$ cat src/hdl/ssort_pkg.sv
// ----------------------------------------------------------------------------
// ssort_pkg
// Types and constants shared by the sequence sorter files.
// ----------------------------------------------------------------------------
package ssort_pkg;

    localparam int DataWidth   = 32;
    localparam int CapacityDef = 64;

    typedef struct packed {
        logic signed [DataWidth-1:0] value;
        logic                        last_item;
    } t_in_beat;

    typedef struct packed {
        logic signed [DataWidth-1:0] sorted_value;
        logic                        last_of_run;
        logic                        overflowed;
    } t_out_beat;

    // Per-cycle command broadcast to every cell of the chain.
    typedef struct packed {
        logic ins;  // insert the broadcast value
        logic shl;  // shift the chain one place toward cell 0
    } t_cell_ctl;

    typedef enum logic [1:0] {
        ST_FILL  = 2'b01,
        ST_DRAIN = 2'b10
    } t_state;

endpackage

$ cat src/hdl/ssort_cell.sv
// ----------------------------------------------------------------------------
// ssort_cell
// One insertion cell: holds a value and a valid bit, takes the broadcast
// value or its left neighbor on insert, its right neighbor on shift.
// ----------------------------------------------------------------------------
module ssort_cell
    import ssort_pkg::*;
(
    input  logic                        i_clk,
    input  logic                        i_rst_n,
    input  t_cell_ctl                   i_ctl,
    input  logic signed [DataWidth-1:0] i_new_val,
    input  logic                        i_left_gt,
    input  logic signed [DataWidth-1:0] i_left_val,
    input  logic                        i_left_vld,
    input  logic signed [DataWidth-1:0] i_right_val,
    input  logic                        i_right_vld,
    output logic                        o_gt,
    output logic signed [DataWidth-1:0] o_val,
    output logic                        o_vld
);

    logic signed [DataWidth-1:0] r_val, n_val;
    logic                        r_vld, n_vld;

    // An empty cell counts as greater than anything.
    assign o_gt  = !r_vld || (r_val > i_new_val);
    assign o_val = r_val;
    assign o_vld = r_vld;

    always_comb begin
        n_val = r_val;
        n_vld = r_vld;
        if (i_ctl.shl) begin
            n_val = i_right_val;
            n_vld = i_right_vld;
        end else if (i_ctl.ins && o_gt) begin
            if (i_left_gt) begin
                n_val = i_left_val;
                n_vld = i_left_vld;
            end else begin
                n_val = i_new_val;
                n_vld = 1'b1;
            end
        end
    end

    always_ff @(posedge i_clk) begin
        r_val <= n_val;
        if (!i_rst_n) begin
            r_vld <= 1'b0;
        end else begin
            r_vld <= n_vld;
        end
    end

endmodule

$ cat config.mk
export PLATFORM = sky130hd
export DESIGN_NAME = ssort_cell
export DESIGN_NICKNAME = d
export VERILOG_FILES = /design/src/hdl/ssort_pkg.sv /design/src/hdl/ssort_cell.sv
export SDC_FILE = /design/constraint.sdc
export NUM_CORES = 1
export LEC_CHECK = 0
export ABC_CLOCK_PERIOD_IN_PS = 5800
export CAP_MARGIN = 20
export CORE_AREA = 2 2 74 76
export DETAILED_ROUTE_END_ITERATION = 16
export DIE_AREA = 0 0 76 78
export DONT_BUFFER_PORTS = 1
export PLACE_DENSITY = 0.71
export SETUP_SLACK_MARGIN = 0.1
export SLEW_MARGIN = 40
export SYNTH_ARGS = -nofsm -noshare
export SYNTH_HDL_FRONTEND = slang
export SYNTH_SLANG_ARGS = --single-unit
export TNS_END_PERCENT = 50
$ cat constraint.sdc
create_clock -name i_clk -period 5.8 [get_ports i_clk]
set_input_delay 0.29 -clock i_clk [delete_from_list [all_inputs] [get_ports i_clk]]
set_output_delay 0.29 -clock i_clk [all_outputs]
set_load 0.02 [all_outputs]
# == Word-level counts from Yosys, hierarchy flattened ==
# Index checks and enable logic that the tools add are counted.
# classes
magnitude_cmp,1
mux,6
reduce_logical,4
# ops
cell,count
$mux 32,3
$gt 32x32->1,1
$mux 1,3
$reduce_bool 2->1,1
$logic_and 1x1->1,1
$logic_not 1->1,1
$logic_or 1x1->1,1
# totals
reg_bits,33
in_bits,103
word_cells,13

# == Longest topological paths before layout ==
# Gate-level depths: netlist (run 1).
# depth
word_depth,5
depth_mapped,8
mapped_depth_nobuf,8

# == Worst setup path after synthesis (run 1) ==
# No wires, ideal clock.
# synth_path
path_type,flip-flop to flip-flop
start,"register r_val[14], in the netlist o_val[14]"
end,"register r_val[0], in the netlist o_val[0] (enable)"
setup_time_ps,466
arrival_ps,3876
setup_slack_ps,1458
stages_incl_launch_ff,7
path_buffers,0
period_less_slack_ps,4342
cell_sequence,edfxtp_1 > ha_1 > nand4_1 > a2111oi_0 > o31a_1 > a211oi_2 > o21ai_0
# synth_via
elab_chain_len,4
# synth_lines
item,line_no,rtl
"start, declared",ssort_cell.sv:23,"logic signed [DataWidth-1:0] r_val, n_val;"
"start signal, assigned",ssort_cell.sv:49,r_val <= n_val;
$gt 32x32->1,ssort_cell.sv:27,assign o_gt = !r_vld || (r_val > i_new_val);
$logic_or 1x1->1,ssort_cell.sv:27,
$logic_and 1x1->1,ssort_cell.sv:37,end else if (i_ctl.ins && o_gt) begin
$reduce_bool 2->1 (no line),n/a,
# No other way between the ends.
# A chain may end at the register's enable or synchronous reset.

# == Worst setup path in the final report (run 1) ==
# layout_path
start,"register r_val[7], in the netlist o_val[7]"
end,output o_gt
# layout_via
elab_chain_len,2
# layout_lines
item,line_no,rtl
$gt 32x32->1,ssort_cell.sv:27,
$logic_or 1x1->1,ssort_cell.sv:27,
"end, declared",ssort_cell.sv:18,"output logic o_gt,"
# No other way between the ends.

==> results by group, run 1 <==
Run status
  • Outcome: complete, no violations

Route
  • Drt wl/cell: 16.8 um
  • DRC Markers: 0
  • DR pass1 iterations: 6
  • Via count: 1839
  • DR vias/cell: 5.51
  • Drt total wl: 5620 um
  • Antenna-violating nets left: 0
  • 1st-iter DRT viols: 52

Setup path
  • Crit-path max FO: 3
  • FF-to-FF Start: o_val[7]
  • Crit Path Class: reg2out
  • Worst setup EP type: output port
  • Reg2Reg Setup Slack: 2.98 ns
  • Required time worst endpoint: 5.51 ns
  • CP arrival: 2.72 ns
  • Critical path launch point type: register
  • Critical path origin: o_val[7]

Global route
  • Remaining global-route overflow: 0
  • Number of antenna violations at the first check in global routing: 0
  • First-pass GRT wire length: 9020 um
  • GRT Resource Usage Total: 0.193
  • Number of global-route vias before repair: 1852
  • Pin count of the biggest net entering global routing: 69

Min path
  • Hold Crit Class: in2reg
  • HP Start: i_rst_n

Placed design
  • Placed cells: 327
  • # port buffers: 0
  • Gp weighted congestion: 0.712
  • Post-DP HPWL: 4460 um

Yosys
  • Post-Syn Area: 2510 um^2
  • Unique masters post-synth: 29
  • Synth Register Bits: 33
  • Mapped Avg Cell Area: 9.44 um^2
  • Syn Nets: 401
  • Synthesized instance count: 266
  • Register area share after synthesis: 0.391
  • Ys Warns: 0

CTS
  • Clock transition at the registers of the reported paths: 0.06 ns
  • Post-CTS sizing: 0
  • Total clock sinks: 33
  • CTS Buf Count: 5
  • Clock root buffer: clkbuf_8
  • CTS Buffer Depth: 2
  • CTS tree: yes
  • Worst skew pair latency: 0.28 ns
  • Hold Buf Count CTS: 0
  • H-tree depth: 2
  • Post-CTS setup buffer count: 0

Final layout
  • Final core utilization: 0.530
  • Final net count: 399
  • Reg area: 981 um^2
  • Fillers: 459
  • Fraction of layout cells with a size suffix above 1: 0.0417
  • Multi-input logic area: 1360 um^2
  • Area growth from synthesis to layout: 6.38%
  • Post-Layout Cell Count: 334
  • Antenna Cells: 0

STA
  • Fmax: 332 MHz
  • Tmin final: 3.01 ns
  • Pins Over Slew Limit: 0
  • Slew HR: 0.475
  • Setup-failing EPs final: 0
  • Final TNS setup: 0 ns
  • Final setup skew: 0.00416 ns
  • Crit share post-route: 0.519
  • Final Hold Fails: 0
  • Slew @ Worst Pin: 0.779 ns
  • RSZ-0062 raised after global routing: no

Power and ir drop
  • Sequential Power Share: 0.552
  • Clk pwr share: 0.243
  • Switching Fraction: 0.319
  • Comb pwr share: 0.205
  • Max VDD drop: 118 uV
  • Leak: 1.25 nW
  • Switch Pwr: 0.000209 W
  • Cell Pwr Density: 245 nW/um^2
  • Int Power: 0.000446 W

Die
  • Die Y: 78 um
  • Initial Utilization: 0.498
  • # rows: 26
  • Die area: 5930 um^2
  • Core area: 5040 um^2
  • # IOs: 137
  • Die X-Extent: 76 um

Run
  • Max cap viols: 0
-- cell families after synthesis --
kind of cell,share of synthesized area
buffers and inverters,0.0733
AO/OA/AOI/OAI,0.149
adder cells (fa/ha/maj),0.160
AND/OR/NAND/NOR,0.100
multiplexers,0.128
flip-flops,0.391
-- metal layers --
metal	up-vias	part of all wire	wire length, um	global-route usage
met1	809	0.40	2260	0.227
li1	945	-	-	-
met2	79	0.51	2860	0.339
met5	-	0	0	0
met4	0	0.0094	53	0.0509
met3	6	0.080	447	0.0628
-- synth_stat cells --
library cell / number / area, um^2
o21a_1: 1 / 7.51
and4_1: 3 / 26.3
clkbuf_1: 8 / 30.0
dfxtp_1: 1 / 20.0
a21oi_1: 13 / 65.1
a221oi_1: 1 / 8.76
o21ai_0: 37 / 185
a211oi_2: 1 / 12.5
o32ai_1: 1 / 8.76
ha_1: 32 / 400
o311a_1: 1 / 10.0
nor2_1: 2 / 7.51
o211ai_1: 1 / 7.51
nor3_1: 2 / 10.0
mux2i_1: 32 / 320
nand2_1: 40 / 150
nand4_1: 5 / 31.3
edfxtp_1: 32 / 961
a21oi_2: 1 / 8.76
a221o_1: 1 / 10.0
nor2b_1: 1 / 6.26
inv_1: 37 / 139
nand3_1: 4 / 20.0
a2111oi_0: 1 / 8.76
buf_2: 3 / 15.0
o21ai_1: 1 / 5.00
o221a_2: 1 / 11.3
o31a_1: 1 / 8.76
a21o_1: 2 / 15.0
-- metrics by stage --
stage	worst slack, ns	hold slack [ns]	cell area (um^2)	power [W]
6_report	2.79	0.140	2670	0.000655
2_1_floorplan	1.46	0.421	2510	0.000472
4_1_cts	2.76	0.133	2670	0.000665
3_5_place_dp	2.98	0.430	2590	0.000503
5_1_grt	2.67	0.135	2670	0.000699
3_3_place_gp	2.86	0.430	2560	0.000493
-- sequential cells by signal, indices dropped and copies added, names as in the netlist --
register	cells
o_val	32
o_vld	1
-- power groups by stage --
stage | Combinational (W) | Sequential, W | Clock [W]
6_report | 0.000134 | 0.000362 | 0.000159
5_1_grt | 0.000158 | 0.000366 | 0.000175
4_1_cts | 0.000137 | 0.000363 | 0.000166
2_1_floorplan | 0.000111 | 0.000361 | 0
3_5_place_dp | 0.000136 | 0.000368 | 0
3_3_place_gp | 0.000126 | 0.000367 | 0
-- cells in the final DEF, fill, tap and decap left out, types with 3 or more instances in the layout --
cell type,instances
nand2_1,40
nand4_1,5
mux2i_1,32
and4_1,3
clkbuf_8,5
inv_1,37
a21oi_1,13
edfxtp_1,32
o21ai_0,36
nand3_1,4
ha_1,32
-- worst max-delay path: stages, from the launching register on --
cell and delay, ns:
edfxtp_1 0.50, ha_1 0.35, a21oi_1 0.16, o21ai_1 0.10, a221o_1 0.32, o31a_1 0.32
a211oi_2 0.31, o21ai_0 0.39
-- worst paths after layout --
path,end,depth (start not counted)
setup / recovery,o_gt,7
hold / removal,o_vld,1
setup reg to reg,o_val[20],9
hold reg to reg,o_vld,3
-- area by class of cell --
cell class / instances / area share
Clock buffer: 6 / 0.0272
Clock inverter: 1 / 0.00141
Inverter: 37 / 0.0520
Multi-Input combinational cell: 185 / 0.508
Sequential cell: 33 / 0.367
Tap cell: 70 / 0.0328
Timing Repair Buffer: 2 / 0.0112
(Power assumes the default switching activity.)
==> inputs of run 2 (changes only) <==
ABC_CLOCK_PERIOD_IN_PS = 3200   (was 5800)
clock period = 3.2 ns   (was 5.8 ns; I/O delays follow)
==> run 2 against run 1 <==
  * Via count is 2.6% higher
  * Hold slack worse by 0.068 ns
  * Cell area is 3.2% higher
  * Highest routed layer unchanged
  * Final cell count up 3.3%
  * Worst setup slack lost 2.5 ns
  * Core utilization grew 1.7 points
  * Non-clock buffer count rose by 10
==> results by group, run 2 (synthesized netlist as in run 1, its figures left out) <==
Global route
  • Pin count of the biggest net entering global routing: 69 (unchanged)
  • Number of global-route vias before repair: 1875 (was 1852)
  • Remaining global-route overflow: 0 (unchanged)
  • First-pass GRT wire length: 8610 um (was 9020 um)
  • Number of antenna violations at the first check in global routing: 0 (unchanged)
  • GRT Resource Usage Total: 0.184 (was 0.193)

CTS
  • Post-CTS sizing: 0 (unchanged)
  • CTS Buffer Depth: 2 (unchanged)
  • H-tree depth: 2 (unchanged)
  • Clock transition at the registers of the reported paths: 0.07 ns (was 0.06 ns)
  • Worst skew pair latency: 0.29 ns (was 0.28 ns)
  • CTS tree: yes (unchanged)
  • Total clock sinks: 33 (unchanged)
  • Clock root buffer: clkbuf_8 (unchanged)
  • CTS Buf Count: 5 (unchanged)

Route
  • Drt wl/cell: 16.0 um (was 16.8 um)
  • DRC Markers: 0 (unchanged)
  • Drt total wl: 5510 um (was 5620 um)
  • DR pass1 iterations: 4 (was 6)
  • Antenna-violating nets left: 0 (unchanged)
  • Via count: 1887 (was 1839)
  • DR vias/cell: 5.47 (was 5.51)
  • 1st-iter DRT viols: 57 (was 52)

Run
  • Max cap viols: 0 (unchanged)

STA
  • Final TNS setup: 0 ns (unchanged)
  • Pins Over Slew Limit: 0 (unchanged)
  • Setup-failing EPs final: 0 (unchanged)
  • Crit share post-route: 0.907
  • Tmin final: 2.90 ns
  • Slew @ Worst Pin: 0.649 ns (was 0.779 ns)
  • Final setup skew: 0.00678 ns (was 0.00416 ns)
  • Slew HR: 0.566 (was 0.475)
  • Final Hold Fails: 0 (unchanged)
  • Final Hold Slack: 0.0715 ns (was 0.140 ns)
  • Fmax: 345 MHz
  • RSZ-0062 raised after global routing: no (unchanged)

Die
  • Die Y: 78 um (unchanged)
  • Die area: 5930 um^2 (unchanged)
  • Die X-Extent: 76 um (unchanged)
  • Core area: 5040 um^2 (unchanged)
  • Initial Utilization: 0.498 (unchanged)
  • # rows: 26 (unchanged)
  • # IOs: 137 (unchanged)

Final layout
  • Commonest cells after routing, fill and taps aside: 40 x nand2_1, 37 x inv_1, 36 x o21ai_0 (unchanged)
  • Fraction of layout cells with a size suffix above 1: 0.0727 (was 0.0417)
  • Antenna Cells: 0 (unchanged)
  • Max reg flops: 32 (unchanged)
  • Area growth from synthesis to layout: 9.82% (was 6.38%)
  • Commonest non-fill, non-tap cell in the layout: nand2_1 (unchanged)
  • Final net count: 409 (was 399)

Placed design
  • Gp weighted congestion: 0.726 (was 0.712)
  • # port buffers: 0 (unchanged)
  • Post-DP HPWL: 4310 um (was 4460 um)

Setup path
  • Crit-path max FO: 3 (unchanged)
  • Reg2Reg Setup Slack: 0.35 ns (was 2.98 ns)
  • Required time worst endpoint: 3.04 ns (was 5.51 ns)
  • Crit Path Class: reg2out (unchanged)
  • CP arrival: 2.74 ns (was 2.72 ns)
  • Worst setup EP type: output port (unchanged)
  • Worst Reg2Reg Path Length in Cells: 8 (was 9)
  • Critical path launch point type: register (unchanged)

Power and ir drop
  • Switch Pwr: 0.000387 W (was 0.000209 W)
  • Clk pwr share: 0.249 (was 0.243)
  • Switching Fraction: 0.317 (was 0.319)
  • Cell Pwr Density: 444 nW/um^2 (was 245 nW/um^2)
  • Max VDD drop: 246 uV (was 118 uV)
  • Leak: 1.30 nW (was 1.25 nW)
  • Comb pwr share: 0.233 (was 0.205)
  • Sequential Power Share: 0.518 (was 0.552)
  • Int Power: 0.000836 W (was 0.000446 W)

Min path
  • Hold Crit Class: in2reg (unchanged)
  • WHS Path Cells: 2 (was 1)

Run status
  • Outcome: complete, no violations (unchanged)
==> run 2: what timing repair did <==
item                      in CTS  in global routing
hold buffers                   1                  0
hold endpoints to repair       1                  0
setup buffers                  0                  0
==> run 2: power by group through the flow <==
stage	Combinational [W]	Sequential [W]	Clock, W
global route	0.000326	0.000640	0.000326
CTS	0.000289	0.000634	0.000311
detailed placement	0.000286	0.000644	0
global placement	0.000271	0.000642	0
finish	0.000285	0.000633	0.000304
floorplan	0.000203	0.000652	0
==> run 2: final timing paths <==
path	from	end
max	o_val[5]	o_gt
min	i_right_val[20]	o_val[20]
max reg2reg	o_val[5]	o_val[16]
min reg2reg	o_vld	o_vld
==> run 2: final cells by class <==
cell class	instances	area [um^2]
Timing Repair Buffer	12	113
Fill cell	474	2290
Clock buffer	8	80.1
Inverter	37	139
Multi-Input combinational cell	185	1360
Tap cell	70	87.6
Sequential cell	33	981
==> run 2: per-layer routing <==
layer	routed length [um]	vias to the layer above	track usage
li1	-	965	-
met1	2240	821	0.211
met2	2720	93	0.317
met3	474	8	0.0686
met4	80	0	0.0600
met5	0	-	0
==> run 2: worst max-delay path: stages, from the launching register on <==
cell and delay [ns]:
edfxtp_1 0.50, ha_1 0.34, a21oi_1 0.18, o21ai_1 0.11, a221o_1 0.34, o31a_1 0.32, a211oi_2 0.33, o21ai_0 0.16
buf_4 0.18
==> run 2: stage by stage <==
stage                     cell area, um^2  std cells  setup WS [ns]   util  total power, W
after floorplan                      2510        266          0.328      -        0.000854
after global placement               2640        335          0.160  0.523        0.000914
after detailed placement             2670        336          0.403  0.529        0.000930
after CTS                            2760        345          0.335  0.547         0.00123
after global routing                 2760        345          0.117  0.547         0.00129
final                                2760        345          0.297  0.547         0.00122
==> inputs of run 3 (changes only) <==
CORE_AREA = 2 2 68 70   (was 2 2 74 76)
CTS_CLUSTER_SIZE = 14   (was not set)
DIE_AREA = 0 0 70 72   (was 0 0 76 78)
PLACE_DENSITY = 0.81   (was 0.71)
==> run 3 against run 2 <==
  * Sequential cell count did not move
  * Hold slack got worse by 0.064 ns
  * Die area is 15% lower
  * Via count grew 0.11%
  * Total power fell by 3.3%
  * Core utilization up 7.4 points
==> results by group, run 3 (synthesized netlist as in run 1, its figures left out) <==
Route
  • Drt wl/cell: 16.7 um (was 16.0 um)
  • Via count: 1889 (was 1887)
  • DRC Markers: 0 (unchanged)
  • 1st-iter DRT viols: 95 (was 57)
  • Antenna-violating nets left: 0 (unchanged)
  • DR vias/cell: 5.96 (was 5.47)
  • DR pass1 iterations: 5 (was 4)
  • Drt total wl: 5290 um (was 5510 um)

Global route
  • GR peak layer: met2 (unchanged)
  • Met3 Track Usage GR: 0.0639 (was 0.0686)
  • Met2 Use GR: 0.349 (was 0.317)
  • Pin count of the biggest net entering global routing: 69 (unchanged)
  • Number of global-route vias before repair: 1744 (was 1875)
  • Number of antenna violations at the first check in global routing: 0 (unchanged)
  • Met1 Usage GRT: 0.238 (was 0.211)
  • First-pass GRT wire length: 7870 um (was 8610 um)
  • Remaining global-route overflow: 0 (unchanged)
  • GRT Resource Usage Total: 0.200 (was 0.184)

Power and ir drop
  • Leak: 1.25 nW (was 1.30 nW)
  • Comb pwr share: 0.205 (was 0.233)
  • Switch Pwr: 0.000374 W (was 0.000387 W)
  • Clk pwr share: 0.243 (was 0.249)
  • Int Power: 0.000809 W (was 0.000836 W)
  • Sequential Power Share: 0.553 (was 0.518)
  • Cell Pwr Density: 447 nW/um^2 (was 444 nW/um^2)
  • Switching Fraction: 0.316 (was 0.317)
  • Max VDD drop: 353 uV (was 246 uV)

STA
  • Tmin final: 2.82 ns (was 2.90 ns)
  • Slew HR: 0.585 (was 0.566)
  • Crit share post-route: 0.882 (was 0.907)
  • RSZ-0062 raised after global routing: no (unchanged)
  • Fmax: 354 MHz (was 345 MHz)
  • Final setup skew: 0.00465 ns (was 0.00678 ns)
  • Slew @ Worst Pin: 0.620 ns (was 0.649 ns)
  • Setup-failing EPs final: 0 (unchanged)
  • Final WS setup: 0.376 ns (was 0.297 ns)
  • Final TNS setup: 0 ns (unchanged)
  • Final Hold Slack: 0.00750 ns (was 0.0715 ns)
  • Final Hold Fails: 0 (unchanged)
  • Pins Over Slew Limit: 0 (unchanged)

Die
  • Core area: 4260 um^2 (was 5040 um^2)
  • Initial Utilization: 0.589 (was 0.498)
  • Die X-Extent: 70 um (was 76 um)
  • Die area: 5040 um^2 (was 5930 um^2)
  • # rows: 24 (was 26)
  • # IOs: 137 (unchanged)
  • Die Y: 72 um (was 78 um)

CTS
  • CTS Buf Count: 5 (unchanged)
  • Hold Buf Count CTS: 0 (was 1)
  • Total clock sinks: 33 (unchanged)
  • CTS Buffer Depth: 2 (unchanged)
  • Clock root buffer: clkbuf_8 (unchanged)
  • H-tree depth: 2 (unchanged)
  • Post-CTS setup buffer count: 0 (unchanged)
  • Post-CTS sizing: 0 (unchanged)
  • Worst skew pair latency: 0.28 ns (was 0.29 ns)
  • Clock transition at the registers of the reported paths: 0.07 ns (about the same)
  • CTS tree: yes (unchanged)

Placed design
  • Post-DP HPWL: 4220 um (was 4310 um)
  • Dpl ws: 0.306 ns (was 0.403 ns)
  • Gp weighted congestion: 0.758 (was 0.726)
  • Placed cells: 310 (was 336)
  • # port buffers: 0 (unchanged)

Setup path
  • Slowest-stage cell, CP: o21ai_4 (was edfxtp_1)
  • Worst setup EP type: register (was output port)
  • Crit Path Class: reg2reg (was reg2out)
  • Crit-path max cell delay: 0.54 ns (was 0.50 ns)
  • Reg2Reg Setup Slack: 0.38 ns (was 0.35 ns)
  • Worst path cell trace: ha_1 -> nand4_1 -> a2111oi_0 -> o31a_1 -> a211oi_2 -> o21ai_4 -> buf_8 (was ha_1 -> a21oi_1 -> o21ai_1 -> a221o_1 -> o31a_1 -> a211oi_2 -> o21ai_0 -> buf_4)
  • CP arrival: 2.81 ns (was 2.74 ns)
  • Critical path launch point type: register (unchanged)
  • Required time worst endpoint: 3.18 ns (was 3.04 ns)
  • Crit-path max FO: 17 (was 3)

Final layout
  • Commonest cells after routing, fill and taps aside: 40 x nand2_1, 37 x inv_1, 36 x o21ai_0 (unchanged)
  • Fillers: 367 (was 474)
  • Max reg flops: 32 (unchanged)
  • Area growth from synthesis to layout: 5.48% (was 9.82%)
  • Multi-input logic area: 1360 um^2 (unchanged)
  • Post-Layout Cell Count: 317 (was 345)
  • Commonest non-fill, non-tap cell in the layout: nand2_1 (unchanged)
  • Fraction of layout cells with a size suffix above 1: 0.0453 (was 0.0727)
  • Reg area: 981 um^2 (unchanged)
  • Final net count: 400 (was 409)
  • Antenna Cells: 0 (unchanged)

Min path
  • Hold Crit Class: in2reg (unchanged)

Run status
  • Outcome: complete, no violations (unchanged)

Run
  • Max cap viols: 0 (unchanged)
==> run 3: cell count changes in the layout (fill, tap and decap cells not counted), sizes merged <==
| cell | previous run | this run |
|---|---|---|
| buf | 11 | 3 |
| clkinv | 0 | 1 |
| dlygate4sd3 | 1 | 0 |
| clkbuf | 8 | 6 |
==> run 3: layout make-up <==
cell class / count / share of cell area
well taps: 52 / 0.0246
repair buffers: 3 / 0.0113
inverters: 37 / 0.0525
clock inverters: 1 / 0.00142
flip-flops and latches: 33 / 0.371
multi-input cells: 185 / 0.512
clock buffers: 6 / 0.0274
==> run 3: through the flow <==
step | instance area, um^2 | power [W] | util
global placement | 2560 | 0.000893 | 0.599
detailed placement | 2570 | 0.000910 | 0.603
global route | 2650 | 0.00125 | 0.621
CTS | 2650 | 0.00120 | 0.621
floorplan | 2510 | 0.000854 | -
finish | 2650 | 0.00118 | 0.621
==> run 3: worst max-delay path, delay by kind of cell, from the launching register on <==
family	cells	cell delay (ns)
flops	1	0.50
buf+inv	1	0.25
simple gates	1	0.18
fa+ha+maj	1	0.38
compound gates	4	1.21
==> run 3: path summary, 6_finish.rpt <==
kind	startpoint	endpoint	depth (start not counted)
setup reg to reg	o_val[14]	o_val[11]	7
hold / removal	i_rst_n	o_vld	1
hold reg to reg	o_vld	o_vld	3
setup / recovery	o_val[14]	o_val[11]	7
==> run 3: layer usage <==
layer,wire length [um],up-vias
li1,-,953
met1,2080,843
met2,2670,86
met3,461,7
met4,80,0
met5,0,-
==> run 3: power groups by stage <==
stage	combinational, W	sequential, W	clock, W
after floorplan	0.000203	0.000652	0
after global placement	0.000230	0.000662	0
after detailed placement	0.000246	0.000664	0
after CTS	0.000248	0.000655	0.000294
after global routing	0.000282	0.000659	0.000310
final	0.000242	0.000654	0.000287
